### src/hw/rtl/rtp_pkg.sv
`timescale 1ns / 1ps
// ----------------------------------------------------------------------------
// rtp_pkg
// Types and constants shared by the radix integer text parser.
// ----------------------------------------------------------------------------
package rtp_pkg;

	localparam int VALUE_BITS_DEF = 64;
	localparam int COUNT_BITS_DEF = 16;
	localparam int QUEUE_DEPTH    = 2;
	localparam int ADDR_BITS      = 3;

	localparam logic [5:0] DIGIT_ZERO = 6'd0;
	localparam logic [5:0] DIGIT_X    = 6'd33;
	localparam logic [5:0] DIGIT_NONE = 6'd63;
	localparam logic [5:0] RADIX_AUTO = 6'd0;
	localparam logic [5:0] RADIX_OCT  = 6'd8;
	localparam logic [5:0] RADIX_DEC  = 6'd10;
	localparam logic [5:0] RADIX_HEX  = 6'd16;
	localparam logic [5:0] RADIX_MAX  = 6'd36;

	localparam logic REG_BASE = 1'b0;

	typedef struct packed {
		logic [7:0] char_code;
		logic       first_char;
	} item_t;

	typedef struct packed {
		logic [63:0] parsed_value;
		logic [15:0] chars_consumed;
		logic [5:0]  radix_used;
	} result_t;

	typedef struct packed {
		logic       first;
		logic [5:0] digit;
		logic [5:0] base;
	} cls_t;

	typedef enum logic [2:0] {
		PH_IDLE   = 3'b001,
		PH_DIGITS = 3'b010,
		PH_ZERO   = 3'b100
	} phase_t;

endpackage

### src/hw/rtl/rtp_fifo.sv
`timescale 1ns / 1ps
// ----------------------------------------------------------------------------
// rtp_fifo
// Short register queue with push/full and pop/empty sides.
// ----------------------------------------------------------------------------
module rtp_fifo import rtp_pkg::*; #(
	parameter int WIDTH = 8,
	parameter int DEPTH = QUEUE_DEPTH
) (
	input  logic             clk,
	input  logic             arst_n,
	input  logic             push,
	input  logic [WIDTH-1:0] wdata,
	output logic             full,
	input  logic             pop,
	output logic [WIDTH-1:0] rdata,
	output logic             empty
);

	localparam int PW = (DEPTH > 1) ? $clog2(DEPTH) : 1;
	localparam int CW = $clog2(DEPTH + 1);

	logic [WIDTH-1:0] slot_q [DEPTH];
	logic [PW-1:0]    wptr_q;
	logic [PW-1:0]    rptr_q;
	logic [CW-1:0]    count_q;
	logic             do_push;
	logic             do_pop;

	assign full    = (count_q == CW'(DEPTH));
	assign empty   = (count_q == '0);
	assign do_push = push && !full;
	assign do_pop  = pop && !empty;
	assign rdata   = slot_q[rptr_q];

	always_ff @(posedge clk or negedge arst_n) begin
		if (!arst_n) begin
			wptr_q  <= '0;
			rptr_q  <= '0;
			count_q <= '0;
		end else begin
			if (do_push) begin
				wptr_q <= (wptr_q == PW'(DEPTH - 1)) ? '0 : wptr_q + PW'(1);
			end
			if (do_pop) begin
				rptr_q <= (rptr_q == PW'(DEPTH - 1)) ? '0 : rptr_q + PW'(1);
			end
			if (do_push && !do_pop) begin
				count_q <= count_q + CW'(1);
			end else if (do_pop && !do_push) begin
				count_q <= count_q - CW'(1);
			end
		end
	end

	always_ff @(posedge clk) begin
		if (do_push) begin
			slot_q[wptr_q] <= wdata;
		end
	end

endmodule

### src/hw/rtl/rtp_front.sv
`timescale 1ns / 1ps
// ----------------------------------------------------------------------------
// rtp_front
// Character classifier: digit value of each character and the clamped base.
// ----------------------------------------------------------------------------
module rtp_front import rtp_pkg::*; (
	input  item_t      item,
	input  logic [5:0] base_setting,
	output cls_t       cls
);

	logic [7:0] lower;

	always_comb begin
		lower = item.char_code;
		if (item.char_code >= "A" && item.char_code <= "Z") begin
			lower = item.char_code + 8'd32;
		end

		cls.first = item.first_char;
		if (lower >= "0" && lower <= "9") begin
			cls.digit = 6'(lower - "0");
		end else if (lower >= "a" && lower <= "z") begin
			cls.digit = 6'(lower - "a") + 6'd10;
		end else begin
			cls.digit = DIGIT_NONE;
		end

		// clamp
		cls.base = (base_setting > RADIX_MAX) ? RADIX_MAX : base_setting;
	end

endmodule

### src/hw/rtl/rtp_back.sv
`timescale 1ns / 1ps
// ----------------------------------------------------------------------------
// rtp_back
// Parse sequencer: prefix handling, multiply-add accumulation, result issue.
// ----------------------------------------------------------------------------
module rtp_back import rtp_pkg::*; #(
	parameter int VALUE_BITS = VALUE_BITS_DEF,
	parameter int COUNT_BITS = COUNT_BITS_DEF
) (
	input  logic    clk,
	input  logic    arst_n,
	input  cls_t    cls,
	input  logic    cls_valid,
	output logic    cls_pop,
	input  logic    res_full,
	output logic    res_push,
	output result_t res
);

	phase_t                phase_q;
	phase_t                phase_d;
	logic [VALUE_BITS-1:0] acc_q;
	logic [VALUE_BITS-1:0] acc_d;
	logic [COUNT_BITS-1:0] cnt_q;
	logic [COUNT_BITS-1:0] cnt_d;
	logic [5:0]            rad_q;
	logic [5:0]            rad_d;
	logic [VALUE_BITS-1:0] acc_in;
	logic [COUNT_BITS-1:0] cnt_in;
	logic [5:0]            rad_in;
	logic [VALUE_BITS-1:0] mac;
	logic                  take;
	logic                  emit;

	assign cls_pop  = cls_valid && !res_full;
	assign res_push = cls_pop && emit;

	always_comb begin
		phase_d = phase_q;
		acc_d   = acc_q;
		cnt_d   = cnt_q;
		rad_d   = rad_q;
		acc_in  = acc_q;
		cnt_in  = cnt_q;
		rad_in  = rad_q;
		take    = 1'b0;
		emit    = 1'b0;
		mac     = '0;

		if (cls.first) begin
			acc_in = '0;
			cnt_in = '0;
			rad_in = (cls.base == RADIX_AUTO) ? RADIX_DEC : cls.base;
			if (cls.digit == DIGIT_ZERO) begin
				acc_d   = '0;
				cnt_d   = COUNT_BITS'(1);
				rad_d   = cls.base;
				phase_d = PH_ZERO;
			end else begin
				take = 1'b1;
			end
		end else begin
			unique case (phase_q)
				PH_ZERO: begin
					if (cls.digit == DIGIT_X) begin
						acc_d   = '0;
						cnt_d   = COUNT_BITS'(2);
						rad_d   = RADIX_HEX;
						phase_d = PH_DIGITS;
					end else begin
						rad_in = (rad_q == RADIX_AUTO) ? RADIX_OCT : rad_q;
						take   = 1'b1;
					end
				end
				PH_DIGITS: begin
					take = 1'b1;
				end
				default: begin
					phase_d = PH_IDLE;
				end
			endcase
		end

		if (take) begin
			rad_d = rad_in;
			mac   = VALUE_BITS'(acc_in * VALUE_BITS'(rad_in)) + VALUE_BITS'(cls.digit);
			if (cls.digit < rad_in) begin
				acc_d   = mac;
				cnt_d   = (cnt_in == '1) ? cnt_in : cnt_in + COUNT_BITS'(1);
				phase_d = PH_DIGITS;
			end else begin
				acc_d   = acc_in;
				cnt_d   = cnt_in;
				emit    = 1'b1;
				phase_d = PH_IDLE;
			end
		end

		res.parsed_value   = 64'(acc_in);
		res.chars_consumed = 16'(cnt_in);
		res.radix_used     = rad_in;
	end

	always_ff @(posedge clk or negedge arst_n) begin
		if (!arst_n) begin
			phase_q <= PH_IDLE;
		end else if (cls_pop) begin
			phase_q <= phase_d;
		end
	end

	always_ff @(posedge clk) begin
		if (cls_pop) begin
			acc_q <= acc_d;
			cnt_q <= cnt_d;
			rad_q <= rad_d;
		end
	end

endmodule

### src/hw/rtl/radix_integer_text_parser.sv
`timescale 1ns / 1ps
// ----------------------------------------------------------------------------
// radix_integer_text_parser
// Streaming unsigned integer parser with automatic 0x / leading-zero radix.
// ----------------------------------------------------------------------------
//  channel   handshake           payload
//  input     push / full         item   (char_code, first_char)
//  result    pop / empty         result (parsed_value, chars_consumed, radix_used)
//  config    APB psel/penable    base_setting at byte address 0
//
//  One character per cycle while the result queue has room; the multiply-add of
//  the accumulator by the radix sets that figure. A result is visible once through
//  both queues. Full rises only when both queues back up behind a stalled pop.
//  Reset clears the parse phase, queues and base_setting; no clearing pass.
// ----------------------------------------------------------------------------
module radix_integer_text_parser import rtp_pkg::*; #(
	parameter int VALUE_BITS = VALUE_BITS_DEF,
	parameter int COUNT_BITS = COUNT_BITS_DEF
) (
	input  logic                 clk,
	input  logic                 arst_n,
	input  logic                 push,
	input  item_t                item,
	output logic                 full,
	input  logic                 pop,
	output result_t              result,
	output logic                 empty,
	input  logic                 psel,
	input  logic                 penable,
	input  logic                 pwrite,
	input  logic [ADDR_BITS-1:0] paddr,
	input  logic [31:0]          pwdata,
	output logic [31:0]          prdata,
	output logic                 pready
);

	logic [5:0] base_q;
	cls_t       cls_front;
	cls_t       cls_back;
	logic       mid_empty;
	logic       mid_pop;
	logic       res_full;
	logic       res_push;
	result_t    res_back;

	assign pready = 1'b1;
	assign prdata = (paddr[2] == REG_BASE) ? {26'd0, base_q} : 32'd0;

	always_ff @(posedge clk or negedge arst_n) begin
		if (!arst_n) begin
			base_q <= RADIX_AUTO;
		end else if (psel && penable && pwrite && pready && paddr[2] == REG_BASE) begin
			base_q <= pwdata[5:0];
		end
	end

	rtp_front u_front (
		.item         (item),
		.base_setting (base_q),
		.cls          (cls_front)
	);

	rtp_fifo #(
		.WIDTH ($bits(cls_t)),
		.DEPTH (QUEUE_DEPTH)
	) u_mid_q (
		.clk    (clk),
		.arst_n (arst_n),
		.push   (push),
		.wdata  (cls_front),
		.full   (full),
		.pop    (mid_pop),
		.rdata  (cls_back),
		.empty  (mid_empty)
	);

	rtp_back #(
		.VALUE_BITS (VALUE_BITS),
		.COUNT_BITS (COUNT_BITS)
	) u_back (
		.clk       (clk),
		.arst_n    (arst_n),
		.cls       (cls_back),
		.cls_valid (!mid_empty),
		.cls_pop   (mid_pop),
		.res_full  (res_full),
		.res_push  (res_push),
		.res       (res_back)
	);

	rtp_fifo #(
		.WIDTH ($bits(result_t)),
		.DEPTH (QUEUE_DEPTH)
	) u_res_q (
		.clk    (clk),
		.arst_n (arst_n),
		.push   (res_push),
		.wdata  (res_back),
		.full   (res_full),
		.pop    (pop),
		.rdata  (result),
		.empty  (empty)
	);

	a_res_room: assert property (@(posedge clk) disable iff (!arst_n)
		res_push |-> !res_full)
		else $error("result written into a full queue");

	a_mid_fill: assert property (@(posedge clk) disable iff (!arst_n)
		push && !full && mid_empty |=> !mid_empty)
		else $error("accepted character lost before the parser");

	a_radix_range: assert property (@(posedge clk) disable iff (!arst_n)
		!empty |-> (result.radix_used != 6'd0) && (result.radix_used <= RADIX_MAX))
		else $error("result radix out of range");

endmodule

### config.mk
export PLATFORM = sky130hd
export DESIGN_NAME = radix_integer_text_parser
export DESIGN_NICKNAME = d
export VERILOG_FILES = /design/src/hw/rtl/rtp_pkg.sv /design/src/hw/rtl/rtp_fifo.sv /design/src/hw/rtl/rtp_front.sv /design/src/hw/rtl/rtp_back.sv /design/src/hw/rtl/radix_integer_text_parser.sv
export SDC_FILE = /design/constraint.sdc
export NUM_CORES = 1
export LEC_CHECK = 0
export BUFFER_PORTS_ARGS = -buffer_cell sky130_fd_sc_hd__clkbuf_2
export CAP_MARGIN = 0
export CORE_ASPECT_RATIO = 0.9
export CORE_UTILIZATION = 57
export DETAILED_ROUTE_END_ITERATION = 12
export PLACE_DENSITY = 0.87
export SLEW_MARGIN = 20
export SYNTH_ARGS = -nofsm -noshare
export SYNTH_HDL_FRONTEND = slang
export SYNTH_SLANG_ARGS = --single-unit
### constraint.sdc
create_clock -name clk -period 9.7 [get_ports clk]
set_input_delay 1.455 -clock clk [delete_from_list [all_inputs] [get_ports clk]]
set_output_delay 1.455 -clock clk [all_outputs]
set_load 0.05 [all_outputs]
# == Word level (Yosys, flattened, before mapping) ==
# Memories as Yosys holds them, arrays and structs flattened.
# Index checks and enable logic that the tools add are counted.
# classes
magnitude_cmp,8
add_sub_neg,14
n_eq_ne,9
reduce_logical,35
muxes,54
mul,1
bitwise_logic,1
# op_table
operator,n
2-to-1 mux 64 bit,7
2-to-1 mux 16 bit,8
2-to-1 mux 6 bit,14
adder 64 x 6 -> 64 bit,1
multiplier 64 x 6 -> 64 bit,1
logical NOT 6 bit,3
adder 16 x 1 -> 16 bit (second input constant),1
== test 16 bit (second input constant),1
>= comparator 8 x 7 -> 1 bit (second input constant),2
<= comparator 8 x 7 -> 1 bit (second input constant),2
logical AND 1 bit,16
2-to-1 mux 1 bit,13
2-to-1 mux 3 bit,4
subtractor 6 bit (second input constant),2
2-to-1 mux 2 bit,5
adder 8 x 6 -> 8 bit (second input constant),1
>= comparator 8 x 6 -> 1 bit (second input constant),1
<= comparator 8 x 6 -> 1 bit (second input constant),1
logical NOT 1 bit,8
2-to-1 mux 8 bit,1
AND reduction 4 bit,2
adder 6 x 4 -> 6 bit (second input constant),1
== test 6 bit (second input constant),1
> comparator 6 bit (second input constant),1
16 further kinds,25
# totals
register_bits,103
in_bits,51
elab_cells,135
out_inout_bits,121
ram_bits,198
memories,2
# mem_list
name,words,width,rd,rd_ports_with_merged_regs,write_ports,line,text
u_res_q.slot_q,2,86,1,0,1,rtp_fifo.sv:23,logic [WIDTH-1:0] slot_q [DEPTH];
u_mid_q.slot_q,2,13,1,0,1,rtp_fifo.sv:23,

# == Depth between registers and ports, before layout ==
# Gate-level depths: netlist of the first run.
# depth
ltp_word,14
mapped_depth,27
mapped_depth_nobuf,24

# == Hierarchy ==
# A second synthesis of the first run with hierarchy kept.
# unflattened
cells_unflattened,2340
area_unflattened_um2,25505.7
# by_module_without_submodules
module,cells_each,n_inst,area_per_inst_um2
rtp_back,1876,1,16794.9
rtp_fifo at u_res_q,287,1,6523.8
rtp_fifo at u_mid_q,59,1,1168.6
rtp_front,69,1,510.5
radix_integer_text_parser,49,1,508.0

# == Worst setup path after synthesis of the first run ==
# No wires, ideal clock.
# synth_timing
path_kind,reg2reg
from,mem u_mid_q.slot_q[1][2] (netlist name)
to,mem u_res_q.slot_q[0][0] (netlist name) (enable)
path_buffers,1
required_ns,9.065
t_arrival_ns,8.545
path_stages_with_launch,12
setup_slack_ns,0.519
setup_ns,0.635
period_less_slack_ns,9.181
cell_sequence,edfxtp_1 -> or4_1 -> o41ai_1 -> o22ai_1 -> clkbuf_1 -> ha_1 -> inv_1 -> o21bai_1 -> a21oi_2 -> o211ai_2 -> nand2_1 -> nor3_1
# synth_between
elab_chain_len,11
# synth_lines
element,line,text
"start, declared",rtp_fifo.sv:23,
memory (2 x 13 bit) *,n/a,
logical NOT 6 bit,rtp_back.sv:53,rad_in = (cls.base == RADIX_AUTO) ? RADIX_DEC : cls.base;
2-to-1 mux 6 bit *,rtp_back.sv:53,
2-to-1 mux 6 bit *,rtp_back.sv:50,if (cls.first) begin
less-than comparator 6 bit *,rtp_back.sv:87,if (cls.digit < rad_in) begin
2-to-1 mux 1 bit *,rtp_back.sv:87,
2-to-1 mux 1 bit *,rtp_back.sv:84,if (take) begin
logical AND 1 bit *,rtp_back.sv:36,assign res_push = cls_pop && emit;
logical AND 1 bit *,rtp_fifo.sv:32,assign do_push = push && !full;
2-to-1 mux 1 bit *,rtp_fifo.sv:57,if (do_push) begin
2-to-1 mux 1 bit (not written as such) *,rtp_fifo.sv:58,slot_q[wptr_q] <= wdata;
"end, declared",rtp_fifo.sv:23,
# Every way passes the cells marked *; elsewhere a longest branch is shown, timed or not.

# == Worst setup path in the final report of the first run ==
# layout_timing
from,reg u_mid_q.rptr_q
to,"reg u_back.acc_q[48], data pin"
# layout_between
elab_chain_len,9
# layout_lines
element,line,text
"start, declared",rtp_fifo.sv:25,logic [PW-1:0] rptr_q;
"start signal, assigned",rtp_fifo.sv:46,rptr_q <= (rptr_q == PW'(DEPTH - 1)) ? '0 : rptr_q + PW'(1);
memory (2 x 13 bit) *,n/a,
== test 6 bit,rtp_back.sv:65,if (cls.digit == DIGIT_X) begin
2-to-1 mux 6 bit,rtp_back.sv:65,
2-to-1 mux 6 bit,rtp_back.sv:63,unique case (phase_q)
2-to-1 mux 6 bit,rtp_back.sv:50,
multiplier 64 x 6 -> 64 bit,rtp_back.sv:86,mac = VALUE_BITS'(acc_in * VALUE_BITS'(rad_in)) + VALUE_BITS'(cls.digit);
adder 64 x 6 -> 64 bit,rtp_back.sv:86,
2-to-1 mux 64 bit,rtp_back.sv:87,
2-to-1 mux 64 bit *,rtp_back.sv:84,
"end signal, assigned",rtp_back.sv:114,acc_q <= acc_d;
"end, declared",rtp_back.sv:22,logic [VALUE_BITS-1:0] acc_q;
# Marks and branches as above.
# A chain may end at the register's enable or synchronous reset.

==> results.py, run 1 <==
metrics = {
    "cells_and_area": {
        "num-fill-cells": 3168,
        "regArea_mm2": 0.00896,
        "final_nets": 2855,
        "area_growth_pct": 8.28,
        "drive_gt1_share_pct": 13.3,
        "n_antenna_cell": 0,
        "multiInputGateArea_mm2": 0.0149,
    },
    "route": {
        "drc": 0,
        "avgRoutedWirePerCell_um": 20.6,
        "routed_wl_mm": 61.8,
        "first_pass_iters": 6,
        "vias": 18700,
        "via_per_inst": 6.22,
        "drt_iter0_drc": 1723,
        "drtAntennaViolNets": 0,
    },
    "sta": {
        "maxSlewHeadroom_pct": 30.9,
        "worstMarginPinSlew_ns": 1.04,
        "fin_crit_ns": 8.29,
        "rsz0062_at_grt": "false",
        "timing.final.ws_setup_ns": 1.41,
        "slew_violations": 0,
        "setup_viol": 0,
        "fmax_mhz": 121,
        "clock_skew_ns": 0.0170,
        "period_share_pct": 85.5,
        "hold_viol_final": 0,
        "tns_ns": 0,
    },
    "yosys": {
        "synth_top_family_by_area": "adder cells",
        "synth_compound_area_share_pct": 8.51,
        "synth_seq_cells": 301,
        "yosysTopAreaCell": "edfxtp_1",
        "synth_area_leaders": "edfxtp_1, fa_1, ha_1",
        "syn_area_per_cell_um2": 10.5,
        "synth_mux_area_share_pct": 4.89,
        "synth_edf_count": 284,
        "synthAdderAreaFrac_pct": 26.4,
        "ys_async_sr_fraction_pct": 5.65,
        "yosysMostFrequentCell": "nor2_1",
        "syn_inst": 2376,
        "synth_ff_type": "edfxtp_1",
        "netlist_top_cells_count": "nor2_1, edfxtp_1, fa_1, nand2_1, and3_1",
        "synth_simple_gate_area_share_pct": 16.1,
        "ys_types": 82,
        "synth-xor-area-share_pct": 3.08,
        "mappedNetlistArea_mm2": 0.0250,
        "netlist.area_leader.share_pct": 34.1,
        "ys_warn_count": 0,
        "yosysSeqAreaShare_pct": 35.8,
    },
    "place": {
        "port_buffers": 116,
        "place_ws_ns": 1.55,
        "hpwl_mm": 42.8,
        "gp_congestion": 0.948,
    },
    "clock_tree": {
        "cts-root-buf": "clkbuf_16",
        "cts_setup_buffers": 0,
        "path_clk_slew_ns": 0.07,
        "cts_hold_buf": 0,
        "cts.sink_count": 301,
        "cts_tree": "done",
        "cts_resized": 0,
        "cts_max_level": 2,
        "cts_buffer_depth": 3,
        "cts_buffers": 35,
        "clock_latency_ns": 0.57,
    },
    "global_route": {
        "grt_pass1_wl_mm": 101,
        "grt_max_degree": 137,
        "grt.overflow.total": 0,
        "antenna_found_initial": 0,
        "grt.total_usage_pct": 28.4,
        "grt_pass1_vias": 19500,
    },
    "floorplanning": {
        "rows": 72,
        "dieArea_mm2": 0.0447,
        "die_x_um": 223,
        "fp.coreArea_mm2": 0.0432,
        "die_y_um": 201,
        "start_util_pct": 58.0,
        "io_pins": 172,
    },
    "worst_setup_path": {
        "crit_type": "flip-flop to flip-flop",
        "reg2reg_to": "u_back.acc_q[48]$_SDFFCE_PN0P_",
        "path_delay_family": "compound AO/OA/AOI/OAI gates",
        "path_buf_inv": 4,
        "required_ns": 10.00,
        "rr_startpoint": "u_mid_q.rptr_q$_DFFE_PN0P_",
        "path_cells": "mux2i_4 -> a21oi_1 -> o41ai_1 -> o22ai_4 -> nor2_1 -> fa_1 -> inv_1 -> fa_1 -> inv_1 -> fa_1 -> inv_1 -> fa_1 -> inv_1 -> ha_1 -> o211ai_1 -> o21ai_1 -> o2111ai_1 -> o311ai_2 -> a311oi_2 -> nor4b_1 -> o31ai_1 -> o211ai_1 -> mux2i_1 -> o311ai_1",
        "critPathMaxStageDelay_ns": 0.91,
        "crit_fanout": 30,
        "critPathLaunchType": "flip-flop",
        "rr_worst_depth": 24,
        "worstSetupEndpointType": "flip-flop",
        "arrival_ns": 8.59,
        "cp_slowest_cell": "dfrtp_1",
        "reg2reg_slack_ns": 1.41,
    },
    "run": {
        "cap_violations": 0,
    },
    "hold_path": {
        "min_to": "u_mid_q.count_q[1]$_DFFE_PN0P_",
        "min_from": "u_mid_q.count_q[1]$_DFFE_PN0P_",
        "hold_path_class": "flip-flop to flip-flop",
        "whs_path_depth": 1,
    },
    "status": {
        "status": "finished, final reports clean",
    },
}
==> cell type report <==
| class | instances | share of cell area, % |
|---|---|---|
| multi-input cells | 1795 | 55.2 |
| flip-flops and latches | 301 | 33.1 |
| clock buffers | 38 | 3.31 |
| repair buffers | 135 | 2.72 |
| well taps | 555 | 2.56 |
| inverters | 152 | 2.11 |
| clock inverters | 26 | 1.07 |
==> layout by cell type, fill, tap and decap left out, drive strengths merged, types with 10 or more instances in the layout <==
cell type  synthesis  final
xnor2             60     60
o22ai             12     12
nand2b            11     11
conb               2     27
o21bai            18     18
a31oi             16     16
o21ai             65     65
nor2             323    323
buf               54     19
nand4             21     21
mux2             102    102
inv              151    156
nand3             35     35
nor2b             12     12
clkinv             1     15
and3             177    177
nor3              20     20
fa               240    240
o211ai            10     10
and2              25     25
a21o              23     23
a211oi            10     10
clkbuf            99    154
dfrtp             16     16
nand2            182    182
ha               144    144
edfxtp           284    284
xor2              28     28
a21oi            134    134
==> worst max path at each step <==
stage | to | start | depth (start not counted) | slack, ns
2_1_floorplan | u_res_q.slot_q[0][0]$_DFFE_PP_ | u_mid_q.slot_q[1][2]$_DFFE_PP_ | 11 | 0.52
3_3_place_gp | u_back.acc_q[48]$_SDFFCE_PN0P_ | u_mid_q.rptr_q$_DFFE_PN0P_ | 21 | 1.76
3_5_place_dp | u_back.acc_q[48]$_SDFFCE_PN0P_ | u_mid_q.rptr_q$_DFFE_PN0P_ | 23 | 1.55
4_1_cts | u_back.acc_q[48]$_SDFFCE_PN0P_ | u_mid_q.rptr_q$_DFFE_PN0P_ | 24 | 1.55
5_1_grt | u_back.acc_q[48]$_SDFFCE_PN0P_ | u_mid_q.rptr_q$_DFFE_PN0P_ | 21 | 0.98
6_report | u_back.acc_q[48]$_SDFFCE_PN0P_ | u_mid_q.rptr_q$_DFFE_PN0P_ | 24 | 1.41
==> cells by family (layout without fill, tap and decap cells) <==
| group | count (synthesis) | in the layout |
|---|---|---|
| multiplexers | 109 | 109 |
| AO/OA/AOI/OAI | 341 | 341 |
| AND/OR/NAND/NOR | 846 | 846 |
| other | 2 | 27 |
| adder cells (fa/ha/maj) | 384 | 384 |
| XOR/XNOR | 88 | 88 |
| flip-flops | 301 | 301 |
| buffers and inverters | 305 | 351 |
==> worst reg2reg max path, delay by kind of cell (launching register included) <==
kind	cells	cell delay, ns
AOI/OAI and AO/OA	11	3.13
adders and majority gates	5	2.43
DFF	1	0.91
and+or+nand+nor	2	0.70
muxes	2	0.64
buffers and inverters	4	0.21
==> through the flow <==
step,hold WS (ns),util [%],instances,area [µm²]
global placement,0.478,60.0,2938,25900
detailed placement,0.484,60.0,2938,25900
finish,0.489,62.8,3002,27100
global route,0.502,62.8,3002,27100
CTS,0.492,62.8,3002,27100
floorplan,0.456,-,2401,25100
==> registers in the layout (all words and copies together) (netlist names) <==
signal           cells
u_back.phase_q       3
u_res_q.wptr_q       1
u_back.rad_q         6
u_res_q.rptr_q       1
u_res_q.count_q      2
u_mid_q.slot_q      26
u_mid_q.rptr_q       1
u_res_q.slot_q     172
u_back.cnt_q        16
base_q               6
u_mid_q.wptr_q       1
u_mid_q.count_q      2
u_back.acc_q        64
==> layer usage <==
layer	vias up	part of all wire [%]	GRT usage, %	routed length [µm]
li1	8303	-	-	-
met5	-	0	0	0
met1	9297	40	37.2	25000
met2	898	48	46.7	29800
met3	162	8.0	5.59	4950
met4	0	3.3	11.1	2070
Power of run 1 is left out: the tool's default activity adds up to more than one toggle a clock period on the data nets, which glitch-free logic cannot reach.
==> inputs of run 2 (changes only) <==
CAP_MARGIN = not set   (was 0)
CORE_UTILIZATION = 40   (was 57)
PLACE_DENSITY = 0.67   (was 0.87)
==> run 2 against run 1 <==
  * Setup slack improved by 0.21 ns
  * Via count fell by 3.4%
  * Clock skew is 0.017 ns higher
  * Non-clock buffer count did not move
  * Register-to-register slack improved by 0.21 ns
  * First-iteration DRC count shrank 7.8%
  * Final area is 1.2% higher
  * Cell count grew 9.3%
  * Fmax grew 2.6%
==> results.py, run 2 (synthesis results as in run 1) <==
metrics = {
    "worst_setup_path": {
        "cp_slowest_cell": "dfrtp_1",
        "crit_start": "u_mid_q.rptr_q$_DFFE_PN0P_",
        "critPathLaunchType": "flip-flop",
        "critPathCapture": "u_back.acc_q[56]$_SDFFCE_PN0P_",
        "arrival_ns": 8.36,
        "rr_startpoint": "u_mid_q.rptr_q$_DFFE_PN0P_",
        "critPathMaxStageDelay_ns": 0.91,
        "reg2reg_slack_ns": 1.62,
        "path_cells": "mux2_2 -> nor4_4 -> a31oi_1 -> a311oi_4 -> buf_4 -> nor2_1 -> fa_1 -> fa_1 -> fa_1 -> ha_1 -> ha_1 -> nand2_1 -> o21a_1 -> a21boi_0 -> o41ai_1 -> a31oi_1 -> a21oi_1 -> a21boi_1 -> o21ai_0 -> xnor2_1 -> o21ai_1",
        "crit_path_frequent_cell": "fa_1",
        "crit_type": "flip-flop to flip-flop",
        "reg2reg_to": "u_back.acc_q[56]$_SDFFCE_PN0P_",
        "required_ns": 9.98,
        "crit_fanout": 61,
        "worstSetupEndpointType": "flip-flop",
        "rr_worst_depth": 21,
    },
    "global_route": {
        "grt.overflow.total": 0,
        "grt_max_degree": 152,
        "grt_pass1_wl_mm": 100,
        "grt.total_usage_pct": 19.7,
        "grt_pass1_vias": 18600,
        "antenna_found_initial": 0,
    },
    "cells_and_area": {
        "regMostFlops": "u_res_q.slot_q",
        "final_area_mm2": 0.0274,
        "num-fill-cells": 5797,
        "top_regs": "u_res_q.slot_q: 172 flops, u_back.acc_q: 64 flops, u_mid_q.slot_q: 26 flops",
        "n_antenna_cell": 0,
        "mostFrequentLayoutCell": "nor2_1",
        "drive_gt1_share_pct": 13.1,
        "layout_common_cells": "nor2_1, edfxtp_1, fa_1",
        "largest_reg_flops": 172,
        "final_nets": 2855,
        "area_growth_pct": 9.59,
    },
    "clock_tree": {
        "cts_max_level": 2,
        "cts_resized": 0,
        "clock_latency_ns": 0.57,
        "cts-root-buf": "clkbuf_16",
        "cts_buffers": 35,
        "cts_tree": "done",
        "cts_setup_buffers": 0,
        "cts_buffer_depth": 3,
        "path_clk_slew_ns": 0.06,
        "cts_hold_buf": 0,
        "cts.sink_count": 301,
    },
    "floorplanning": {
        "die_x_um": 266,
        "start_util_pct": 40.6,
        "dieArea_mm2": 0.0635,
        "rows": 86,
        "fp.coreArea_mm2": 0.0615,
        "io_pins": 172,
        "die_y_um": 239,
    },
    "route": {
        "drt_iter0_drc": 1589,
        "first_pass_iters": 8,
        "drtAntennaViolNets": 0,
        "routed_wl_mm": 61.2,
        "via_per_inst": 5.49,
        "vias": 18000,
        "drc": 0,
        "avgRoutedWirePerCell_um": 18.6,
    },
    "hold_path": {
        "hold_path_class": "flip-flop to flip-flop",
    },
    "sta": {
        "worstMarginPinSlew_ns": 1.05,
        "fin_crit_ns": 8.08,
        "clock_skew_ns": 0.0338,
        "slew_violations": 0,
        "fmax_mhz": 124,
        "setup_viol": 0,
        "tns_ns": 0,
        "maxSlewHeadroom_pct": 29.9,
        "hold_viol_final": 0,
        "rsz0062_at_grt": "false",
        "period_share_pct": 83.3,
    },
    "status": {
        "status": "finished, final reports clean",
    },
    "place": {
        "gp_congestion": 0.880,
        "hpwl_mm": 43.4,
        "port_buffers": 116,
        "dpl_cell_area_mm2": 0.0262,
    },
    "run": {
        "cap_violations": 0,
    },
}
==> run 2: how the worst min path moves through the flow <==
stage                               start                    endpoint  slack, ns  depth (start not counted)
3_5_place_dp   u_mid_q.wptr_q$_DFFE_PN0P_  u_mid_q.wptr_q$_DFFE_PN0P_       0.49                          1
4_1_cts        u_mid_q.wptr_q$_DFFE_PN0P_  u_mid_q.wptr_q$_DFFE_PN0P_       0.50                          1
6_report       u_mid_q.wptr_q$_DFFE_PN0P_  u_mid_q.wptr_q$_DFFE_PN0P_       0.51                          1
3_3_place_gp   u_mid_q.wptr_q$_DFFE_PN0P_  u_mid_q.wptr_q$_DFFE_PN0P_       0.48                          1
5_1_grt        u_mid_q.wptr_q$_DFFE_PN0P_  u_mid_q.wptr_q$_DFFE_PN0P_       0.54                          1
2_1_floorplan  u_res_q.wptr_q$_DFFE_PN0P_  u_res_q.wptr_q$_DFFE_PN0P_       0.46                          1
==> run 2: final cells by class <==
cell class	instances	area, µm²	area share (%)
inverters	152	572	2.09
flip-flops and latches	301	8960	32.7
multi-input cells	1795	14900	54.5
clock inverters	20	246	0.899
well taps	836	1050	3.82
repair buffers	135	736	2.68
clock buffers	43	916	3.34
==> run 2: critical path, delay by kind of cell, from the launching register on <==
family / cells / cell delay, ns
simple gates: 3 / 0.66
xor+xnor: 1 / 0.20
mux: 1 / 0.50
flops: 1 / 0.91
fa+ha+maj: 5 / 2.22
compound gates: 10 / 2.56
buf+inv: 1 / 0.71
==> run 2: through the flow <==
step | util, % | worst slack, ns | std cells | hold slack (ns)
2_1_floorplan | - | 0.519 | 2401 | 0.456
3_3_place_gp | 42.6 | 1.77 | 3219 | 0.476
3_5_place_dp | 42.6 | 1.78 | 3219 | 0.493
4_1_cts | 44.5 | 1.72 | 3282 | 0.502
5_1_grt | 44.5 | 1.10 | 3282 | 0.537
6_report | 44.5 | 1.62 | 3282 | 0.515
==> run 2: per-layer routing <==
layer	track usage [%]	share of wire [%]	vias to the layer above
met2	31.5	46	640
li1	-	-	8302
met5	0	0	-
met3	3.31	6.6	91
met1	27.4	45	8998
met4	5.71	2.3	0
Power of run 2 is left out for the same reason.
